**config.mk**
```make
export PLATFORM = sky130hd
export DESIGN_NAME = mco_seq
export DESIGN_NICKNAME = d
export VERILOG_FILES = /design/src/rtl/core/mco_pkg.sv /design/src/rtl/core/mco_seq.sv
export SDC_FILE = /design/constraint.sdc
export NUM_CORES = 1
export LEC_CHECK = 0
export BUFFER_PORTS_ARGS = -buffer_cell sky130_fd_sc_hd__buf_2
export CORE_ASPECT_RATIO = 1.25
export CORE_MARGIN = 2
export CORE_UTILIZATION = 46
export CTS_CLUSTER_DIAMETER = 80
export DETAILED_ROUTE_END_ITERATION = 16
export GPL_TIMING_DRIVEN = 0
export PLACE_DENSITY_LB_ADDON = 0.2
export SLEW_MARGIN = 40
export SYNTH_ARGS = -nofsm -noshare
export SYNTH_HDL_FRONTEND = slang
export SYNTH_SLANG_ARGS = --single-unit
```
**constraint.sdc**
```tcl
create_clock -name clk_i -period 2.22 [get_ports clk_i]
set_input_delay 0.111 -clock clk_i [delete_from_list [all_inputs] [get_ports clk_i]]
set_output_delay 0.111 -clock clk_i [all_outputs]
set_load 0.05 [all_outputs]
```
**src/rtl/core/mco_pkg.sv**
```systemverilog
// Types, codes and the control program shared by the column operations core.
package mco_pkg;

  typedef enum logic [2:0] {
    OP_LOAD       = 3'd0,
    OP_READ       = 3'd1,
    OP_SWAP       = 3'd2,
    OP_ADD        = 3'd3,
    OP_SCALE      = 3'd4,
    OP_ADD_SCALED = 3'd5
  } op_e;

  typedef enum logic [0:0] {
    REG_ROW_COUNT    = 1'b0,
    REG_COLUMN_COUNT = 1'b1
  } cfg_reg_e;

  localparam int unsigned CfgIndexW = 1;
  localparam int unsigned CfgDataW  = 5;

  typedef struct packed {
    logic [2:0]         operation;
    logic [4:0]         first_column;
    logic [4:0]         second_column;
    logic signed [31:0] factor;
    logic [3:0]         element_row;
    logic [3:0]         element_column;
    logic signed [31:0] element_value;
  } in_item_t;

  typedef struct packed {
    logic               accepted;
    logic signed [31:0] read_value;
  } out_item_t;

  // Program steps of the sequencer.
  typedef enum logic [4:0] {
    ST_IDLE     = 5'd0,
    ST_DONE     = 5'd1,
    ST_LOAD     = 5'd2,
    ST_READ     = 5'd3,
    ST_SWAP_RA  = 5'd4,
    ST_SWAP_RB  = 5'd5,
    ST_SWAP_WA  = 5'd6,
    ST_SWAP_WB  = 5'd7,
    ST_ADD_RA   = 5'd8,
    ST_ADD_RB   = 5'd9,
    ST_ADD_WA   = 5'd10,
    ST_SCL_RA   = 5'd11,
    ST_SCL_MUL  = 5'd12,
    ST_SCL_RND  = 5'd13,
    ST_SCL_WA   = 5'd14,
    ST_ASC_RB   = 5'd15,
    ST_ASC_RA   = 5'd16,
    ST_ASC_RND  = 5'd17,
    ST_ASC_WA   = 5'd18
  } step_e;

  typedef enum logic [1:0] {
    RD_NONE = 2'd0,
    RD_A    = 2'd1,
    RD_B    = 2'd2,
    RD_ELEM = 2'd3
  } rd_sel_e;

  typedef enum logic [1:0] {
    WR_NONE = 2'd0,
    WR_A    = 2'd1,
    WR_B    = 2'd2,
    WR_ELEM = 2'd3
  } wr_sel_e;

  typedef enum logic [2:0] {
    WS_ELEM   = 3'd0,
    WS_RDATA  = 3'd1,
    WS_VA     = 3'd2,
    WS_SUM_RD = 3'd3,
    WS_PQ     = 3'd4,
    WS_SUM_PQ = 3'd5
  } wsrc_e;

  typedef enum logic [1:0] {
    J_GOTO     = 2'd0,
    J_DISPATCH = 2'd1,
    J_LOOP     = 2'd2,
    J_FINISH   = 2'd3
  } jmp_e;

  typedef struct packed {
    rd_sel_e rd_sel;
    wr_sel_e wr_sel;
    wsrc_e   wsrc;
    logic    ld_va;
    logic    mul_en;
    logic    rnd_en;
    jmp_e    jmp;
    step_e   target;
  } uword_t;

  // Control signals from the sequencer to the datapath.
  typedef struct packed {
    rd_sel_e rd_sel;
    wr_sel_e wr_sel;
    wsrc_e   wsrc;
    logic    ld_va;
    logic    mul_en;
    logic    rnd_en;
    logic    row_inc;
    logic    res_load;
    logic    idle;
  } seq_ctl_t;

  // Control store: one word per step.
  function automatic uword_t ucode(step_e s);
    uword_t w;
    case (s)
      ST_IDLE:    w = '{RD_NONE, WR_NONE, WS_ELEM,   1'b0, 1'b0, 1'b0, J_DISPATCH, ST_IDLE};
      ST_DONE:    w = '{RD_NONE, WR_NONE, WS_ELEM,   1'b0, 1'b0, 1'b0, J_FINISH,   ST_IDLE};
      ST_LOAD:    w = '{RD_NONE, WR_ELEM, WS_ELEM,   1'b0, 1'b0, 1'b0, J_GOTO,     ST_DONE};
      ST_READ:    w = '{RD_ELEM, WR_NONE, WS_ELEM,   1'b0, 1'b0, 1'b0, J_GOTO,     ST_DONE};
      ST_SWAP_RA: w = '{RD_A,    WR_NONE, WS_ELEM,   1'b0, 1'b0, 1'b0, J_GOTO,     ST_SWAP_RB};
      ST_SWAP_RB: w = '{RD_B,    WR_NONE, WS_ELEM,   1'b1, 1'b0, 1'b0, J_GOTO,     ST_SWAP_WA};
      ST_SWAP_WA: w = '{RD_NONE, WR_A,    WS_RDATA,  1'b0, 1'b0, 1'b0, J_GOTO,     ST_SWAP_WB};
      ST_SWAP_WB: w = '{RD_NONE, WR_B,    WS_VA,     1'b0, 1'b0, 1'b0, J_LOOP,     ST_SWAP_RA};
      ST_ADD_RA:  w = '{RD_A,    WR_NONE, WS_ELEM,   1'b0, 1'b0, 1'b0, J_GOTO,     ST_ADD_RB};
      ST_ADD_RB:  w = '{RD_B,    WR_NONE, WS_ELEM,   1'b1, 1'b0, 1'b0, J_GOTO,     ST_ADD_WA};
      ST_ADD_WA:  w = '{RD_NONE, WR_A,    WS_SUM_RD, 1'b0, 1'b0, 1'b0, J_LOOP,     ST_ADD_RA};
      ST_SCL_RA:  w = '{RD_A,    WR_NONE, WS_ELEM,   1'b0, 1'b0, 1'b0, J_GOTO,     ST_SCL_MUL};
      ST_SCL_MUL: w = '{RD_NONE, WR_NONE, WS_ELEM,   1'b0, 1'b1, 1'b0, J_GOTO,     ST_SCL_RND};
      ST_SCL_RND: w = '{RD_NONE, WR_NONE, WS_ELEM,   1'b0, 1'b0, 1'b1, J_GOTO,     ST_SCL_WA};
      ST_SCL_WA:  w = '{RD_NONE, WR_A,    WS_PQ,     1'b0, 1'b0, 1'b0, J_LOOP,     ST_SCL_RA};
      ST_ASC_RB:  w = '{RD_B,    WR_NONE, WS_ELEM,   1'b0, 1'b0, 1'b0, J_GOTO,     ST_ASC_RA};
      ST_ASC_RA:  w = '{RD_A,    WR_NONE, WS_ELEM,   1'b0, 1'b1, 1'b0, J_GOTO,     ST_ASC_RND};
      ST_ASC_RND: w = '{RD_NONE, WR_NONE, WS_ELEM,   1'b1, 1'b0, 1'b1, J_GOTO,     ST_ASC_WA};
      ST_ASC_WA:  w = '{RD_NONE, WR_A,    WS_SUM_PQ, 1'b0, 1'b0, 1'b0, J_LOOP,     ST_ASC_RB};
      default:    w = '{RD_NONE, WR_NONE, WS_ELEM,   1'b0, 1'b0, 1'b0, J_GOTO,     ST_IDLE};
    endcase
    return w;
  endfunction

endpackage

```
**src/rtl/core/mco_seq.sv**
```systemverilog
// Step counter and program sequencer of the column operations core.
module mco_seq (
  input  logic            clk_i,
  input  logic            rst_ni,
  input  logic            start_i,
  input  mco_pkg::step_e  entry_i,
  input  logic            rows_left_i,
  input  logic            out_free_i,
  output mco_pkg::seq_ctl_t ctl_o
);
  import mco_pkg::*;

  step_e  step_q, step_d;
  uword_t uw;

  assign uw = ucode(step_q);

  always_ff @(posedge clk_i or negedge rst_ni) begin
    if (!rst_ni) begin
      step_q <= ST_IDLE;
    end else begin
      step_q <= step_d;
    end
  end

  // Next step.
  always_comb begin
    step_d = step_q;
    case (uw.jmp)
      J_GOTO: begin
        step_d = uw.target;
      end
      J_DISPATCH: begin
        if (start_i) begin
          step_d = entry_i;
        end
      end
      J_LOOP: begin
        step_d = rows_left_i ? uw.target : ST_DONE;
      end
      J_FINISH: begin
        if (out_free_i) begin
          step_d = uw.target;
        end
      end
      default: begin
        step_d = ST_IDLE;
      end
    endcase
  end

  // Control word out to the datapath.
  always_comb begin
    ctl_o.rd_sel   = uw.rd_sel;
    ctl_o.wr_sel   = uw.wr_sel;
    ctl_o.wsrc     = uw.wsrc;
    ctl_o.ld_va    = uw.ld_va;
    ctl_o.mul_en   = uw.mul_en;
    ctl_o.rnd_en   = uw.rnd_en;
    ctl_o.row_inc  = (uw.jmp == J_LOOP) && rows_left_i;
    ctl_o.res_load = (uw.jmp == J_FINISH) && out_free_i;
    ctl_o.idle     = (uw.jmp == J_DISPATCH);
  end

endmodule

```
Yosys cells after proc, flatten, opt, wreduce, memory -nomap -nowiden

Memory sizes are Yosys's and may differ from the RTL's.
Cells that the tools add are included.

Memories kept: 1
Register bits: 5
Output and inout port bits: 13
Bits in read-only memories: 544

Memories:

| memory          | words | bits a word | rd ports | clocked after Yosys merged registers in | write ports | line           | RTL |
|---|---|---|---|---|---|---|---|
| (no name shown) | 32    | 17          | 1        | 0                                       | 0           | mco_pkg.sv:116 | `case (s)` |

Muxes and demuxes: 4
Eq/ne operators: 5
Reduce and logical (&&, ||, !) cells: 4

Operators with widths:

| cell                                                                  | number |
|---|---|
| 5-bit case mux with 4 select lines                                    | 1 |
| 5-bit 2-to-1 mux                                                      | 3 |
| 2-bit equality test, second input constant                            | 2 |
| 2-bit inequality test, second input constant                          | 2 |
| 2-bit by 1-bit equality test with 1-bit output, second input constant | 1 |
| 1-bit logical AND                                                     | 2 |
| 2-bit logical NOT                                                     | 1 |
| 2-bit AND reduction                                                   | 1 |

Longest topological paths before layout

An unclocked memory read counts as a cell.

Word-level depth: 4
Mapped depth: 11
Gate-level depth less buffers: 11

Least setup slack after synthesis

No wires, ideal clock.

Path type: register to register
From: register step_q[3]
To: register step_q[1]
Required time: 2.095 ns
Slack: -0.399 ns
Arrival: 2.494 ns
Setup time: 0.125 ns
Path buffers: 2
Stages on the path, launching flop included: 8
Cell sequence: dfrtp_1 buf_6 clkbuf_1 nor4_1 ha_1 inv_1 o22ai_4 mux2_2

RTL lines:

| element                | line          | RTL |
|---|---|---|
| start, declared        | mco_seq.sv:13 | `step_e step_q, step_d;` |
| start signal, assigned | mco_seq.sv:22 | `step_q <= step_d;` |

Final worst setup path

From: register step_q[1]
To: register step_q[3]

Word-level cells in the longest chain between the ends: 4
Elaborated cells on any way between the ends: 11
Those cells by class: eq/ne: 5; mux: 3; reduce/logical: 2; memory: 1

Ends and longest elaborated chain:

| element                                                                               | line          | RTL |
|---|---|---|
| memory read 32 x 17 bit (*)                                                           | -             |  |
| 2-bit equality test or 2-bit by 1-bit equality test with 1-bit output (tied branches) | mco_seq.sv:29 | `case (uw.jmp)` |
| 2-bit inequality test (no line)                                                       | -             |  |
| 2-bit AND reduction (no line)                                                         | -             |  |

Mark *: on every way between the ends. The rest lies on a longest branch, timed or not. The select of a mux whose other input is x is not followed.
A chain may end at the register's enable or synchronous reset.

==> impl_metrics.json <==
{
  "status": "finished, violations left",
  "failed_checks": "setup timing",
  "setup_slack_ns": -0.0634,
  "critical-path-slowest-cell": "sky130_fd_sc_hd__dfrtp_2",
  "flip_flop_count_of_the_largest_register_all_copies_and_words_added": 5,
  "critPathKind": "reg2reg",
  "path_clk_slew_ns": 0.04,
  "post_route_cells_drive_above_1_share_pct": 50.0,
  "clock_tree.buffer_depth": 2,
  "largest-register": "step_q",
  "cts-buffers-inserted": 3,
  "met1_length_um": 1040,
  "worst_ep_arrival_time_ns": 2.41,
  "synthesized_netlist_net_count": 119,
  "grt_usage_pct": 25.6,
  "final_routed_wire_length_divided_by_cell_count_um": 15.7,
  "final_antenna_net_count": 0,
  "placementRows": 16,
  "critical_path.startpoint_type": "flip-flop",
  "cts_root_buffer": "sky130_fd_sc_hd__clkbuf_4",
  "min-delay-path-class": "in2async",
  "clock_period_minus_worst_slack_ns": 2.28,
  "cp_max_fo": 5,
  "effective_utilization_at_floorplan_pct": 50.2,
  "clock_sinks": 5,
  "crit_family": "compound AO/OA/AOI/OAI gates",
  "drc": 0,
  "layout-area-overhead-vs-synth_pct": 53.3,
  "synthesis_warning_total": 0,
  "post_synth_instance_area_um2": 805,
  "setup_total_negative_slack_ns": -0.204,
  "netlist_top_cells_area": "sky130_fd_sc_hd__dfrtp_1, sky130_fd_sc_hd__ha_1, sky130_fd_sc_hd__and2_1",
  "maxUsedRoutingLayer": "met4",
  "final_hold_viol_count": 0,
  "globalRouteOverflowTotal": 0,
  "number_of_setup_violations_in_the_final_report": 6,
  "critPathCaptureType": "flip-flop",
  "finalClockSkew_ns": 0.00603,
  "die_width_um": 41.4,
  "critical_path_required_ns": 2.35,
  "fin_crit_sh_pct": 103,
  "dr.first_iter.drc_count": 14,
  "r2r_slack_ns": -0.06,
  "detail_route.first_pass.iterations": 4,
  "ys_ff_latch": 5,
  "die-area_mm2": 0.00210,
  "post_synth_num_cell_types": 37,
  "rsz0062_at_grt": "yes",
  "buffer_ports.inserted": 22,
  "fillers": 118,
  "totalWireLength_um": 2520,
  "grt_start_max_net_pins": 11,
  "synth-seq-area-share_pct": 15.6,
  "mapped_avg_cell_area_um2": 8.05,
  "design.portCount": 23,
  "fmaxAchievable_mhz": 438,
  "yosysTopAreaCell": "sky130_fd_sc_hd__dfrtp_1",
  "grt_pass1_vias": 912,
  "timing.max_cap.violations": 0,
  "layout_commonest_cell": "sky130_fd_sc_hd__buf_2",
  "cell_count_after_synthesis": 100,
  "cts_tree": "yes",
  "hpwl_um": 1500,
  "floorplan.die.height_um": 50.8,
  "worst-slew-pin-transition_ns": 0.300,
  "vias": 936,
  "place.gp.congestion": 0.745,
  "cp_cell_sequence": "inv_2 > ha_4 > mux2_4 > nand2_2 > a21oi_2 > a21o_1 > ha_4 > a21boi_4 > o21ai_1 > mux2_4",
  "diodes": 0,
  "grt_pass1_wl_um": 4180,
  "worst_rel_slew_slack_pct": 79.8,
  "finish.net_count": 162,
  "wl_met2_um": 1290,
  "timing_max_transition_violations_final": 0,
  "detail_route.vias_per_cell": 5.85,
  "final_cell_mix": "sky130_fd_sc_hd__buf_2, sky130_fd_sc_hd__buf_4, sky130_fd_sc_hd__and2_1",
  "grt_antenna_before_repair": 0,
  "clk-insertion-delay-late_ns": 0.25,
  "ctsHtreeMaxLevel": 1,
  "dr_wl_met3_um": 106,
  "critical_path.n_buffers_inverters": 1,
  "fp.coreArea_mm2": 0.00160,
  "synth_top_cell_area_share_pct": 15.6,
  "cpPeakStageDelay_ns": 0.42,
  "top_regs": "step_q: 5 flops"
}
## path summary, 6_finish.rpt
path	startpoint	to	cells past startpoint
max	step_q[1]	step_q[3]	10
min	rst_ni	step_q[0]	2
max reg2reg	step_q[1]	step_q[3]	10
min reg2reg	step_q[1]	step_q[1]	2
max in group asynchronous	rst_ni	step_q[1]	2
min in group clk_i	entry_i[4]	step_q[4]	3
## layer usage
| layer | up-vias | global-route usage [%] |
|---|---|---|
| li1 | 454 | - |
| met2 | 40 | 45.1 |
| met1 | 432 | 30.1 |
| met4 | 0 | 11.3 |
| met3 | 10 | 4.32 |
| met5 | - | 0 |
## cells by family after synthesis
group,synth area share [%]
buf+inv,8.40
xor+xnor,1.09
simple gates,27.4
mux,7.93
compound gates,25.7
flops,15.6
fa+ha+maj,14.0
## cell usage after synthesis
cell type	number
sky130_fd_sc_hd__inv_1	6
sky130_fd_sc_hd__a21oi_1	4
sky130_fd_sc_hd__a22o_1	1
sky130_fd_sc_hd__o31a_1	1
sky130_fd_sc_hd__mux2_2	3
sky130_fd_sc_hd__o22ai_4	1
sky130_fd_sc_hd__and2b_1	1
sky130_fd_sc_hd__nand2b_1	1
sky130_fd_sc_hd__and2_1	9
sky130_fd_sc_hd__xnor2_1	1
sky130_fd_sc_hd__a211oi_1	2
sky130_fd_sc_hd__nor4_1	4
sky130_fd_sc_hd__clkbuf_1	2
sky130_fd_sc_hd__nor4bb_1	1
sky130_fd_sc_hd__nand2_1	5
sky130_fd_sc_hd__or3_1	1
sky130_fd_sc_hd__a2111oi_2	1
sky130_fd_sc_hd__a32oi_1	1
sky130_fd_sc_hd__mux2i_1	3
sky130_fd_sc_hd__nor2_1	5
sky130_fd_sc_hd__a31oi_1	5
sky130_fd_sc_hd__a21o_1	2
sky130_fd_sc_hd__a21boi_0	1
sky130_fd_sc_hd__buf_6	2
sky130_fd_sc_hd__nor3b_1	3
sky130_fd_sc_hd__nand3_1	2
sky130_fd_sc_hd__o21ai_1	3
sky130_fd_sc_hd__a22oi_1	1
sky130_fd_sc_hd__dfrtp_1	5
sky130_fd_sc_hd__ha_1	9
sky130_fd_sc_hd__buf_2	3
sky130_fd_sc_hd__a21boi_1	1
sky130_fd_sc_hd__nand3b_1	1
sky130_fd_sc_hd__and4bb_1	1
sky130_fd_sc_hd__o22ai_1	1
sky130_fd_sc_hd__o21ai_0	4
sky130_fd_sc_hd__nor2b_1	3
## timing repair
action / CTS / global route
pin swaps: 7 / 2
resized for setup: 18 / 12
buffers inserted: 14 / 1
endpoints found under the setup margin: 7 / 9
endpoints found under the hold margin: 5 / 0
hold buffers: 1 / 0
## area by class of cell
| cell class | count | area (um^2) | share of cell area, % |
|---|---|---|---|
| Multi-Input combinational cell | 82 | 737 | 59.7 |
| Timing Repair Buffer | 38 | 246 | 20.0 |
| Sequential cell | 5 | 129 | 10.4 |
| Buffer | 7 | 50.0 | 4.06 |
| Clock buffer | 4 | 26.3 | 2.13 |
| Inverter | 6 | 22.5 | 1.83 |
| Tap cell | 18 | 22.5 | 1.83 |
## metrics by stage
stage                     util [%]  worst slack [ns]  hold WS [ns]  area, um^2  std cells
after floorplan                  -           0.00679        -0.185         868        100
after global placement        62.5            -0.193       -0.0780        1000        140
after detailed placement      62.5            -0.244       -0.0731        1000        140
after CTS                     75.2           -0.0692         0.202        1200        159
after global routing          77.0            -0.159         0.205        1230        160
final                         77.0           -0.0634         0.195        1230        160
## worst register-to-register path, cell delays in order (launching register included)
cell                       delay [ns]
sky130_fd_sc_hd__dfrtp_2         0.42
sky130_fd_sc_hd__inv_2           0.08
sky130_fd_sc_hd__ha_4            0.16
sky130_fd_sc_hd__mux2_4          0.27
sky130_fd_sc_hd__nand2_2         0.07
sky130_fd_sc_hd__a21oi_2         0.06
sky130_fd_sc_hd__a21o_1          0.20
sky130_fd_sc_hd__ha_4            0.30
sky130_fd_sc_hd__a21boi_4        0.23
sky130_fd_sc_hd__o21ai_1         0.09
sky130_fd_sc_hd__mux2_4          0.28
Power is not shown: default switching activity piles up to over one toggle a cycle in this logic, so the estimate is an artifact.
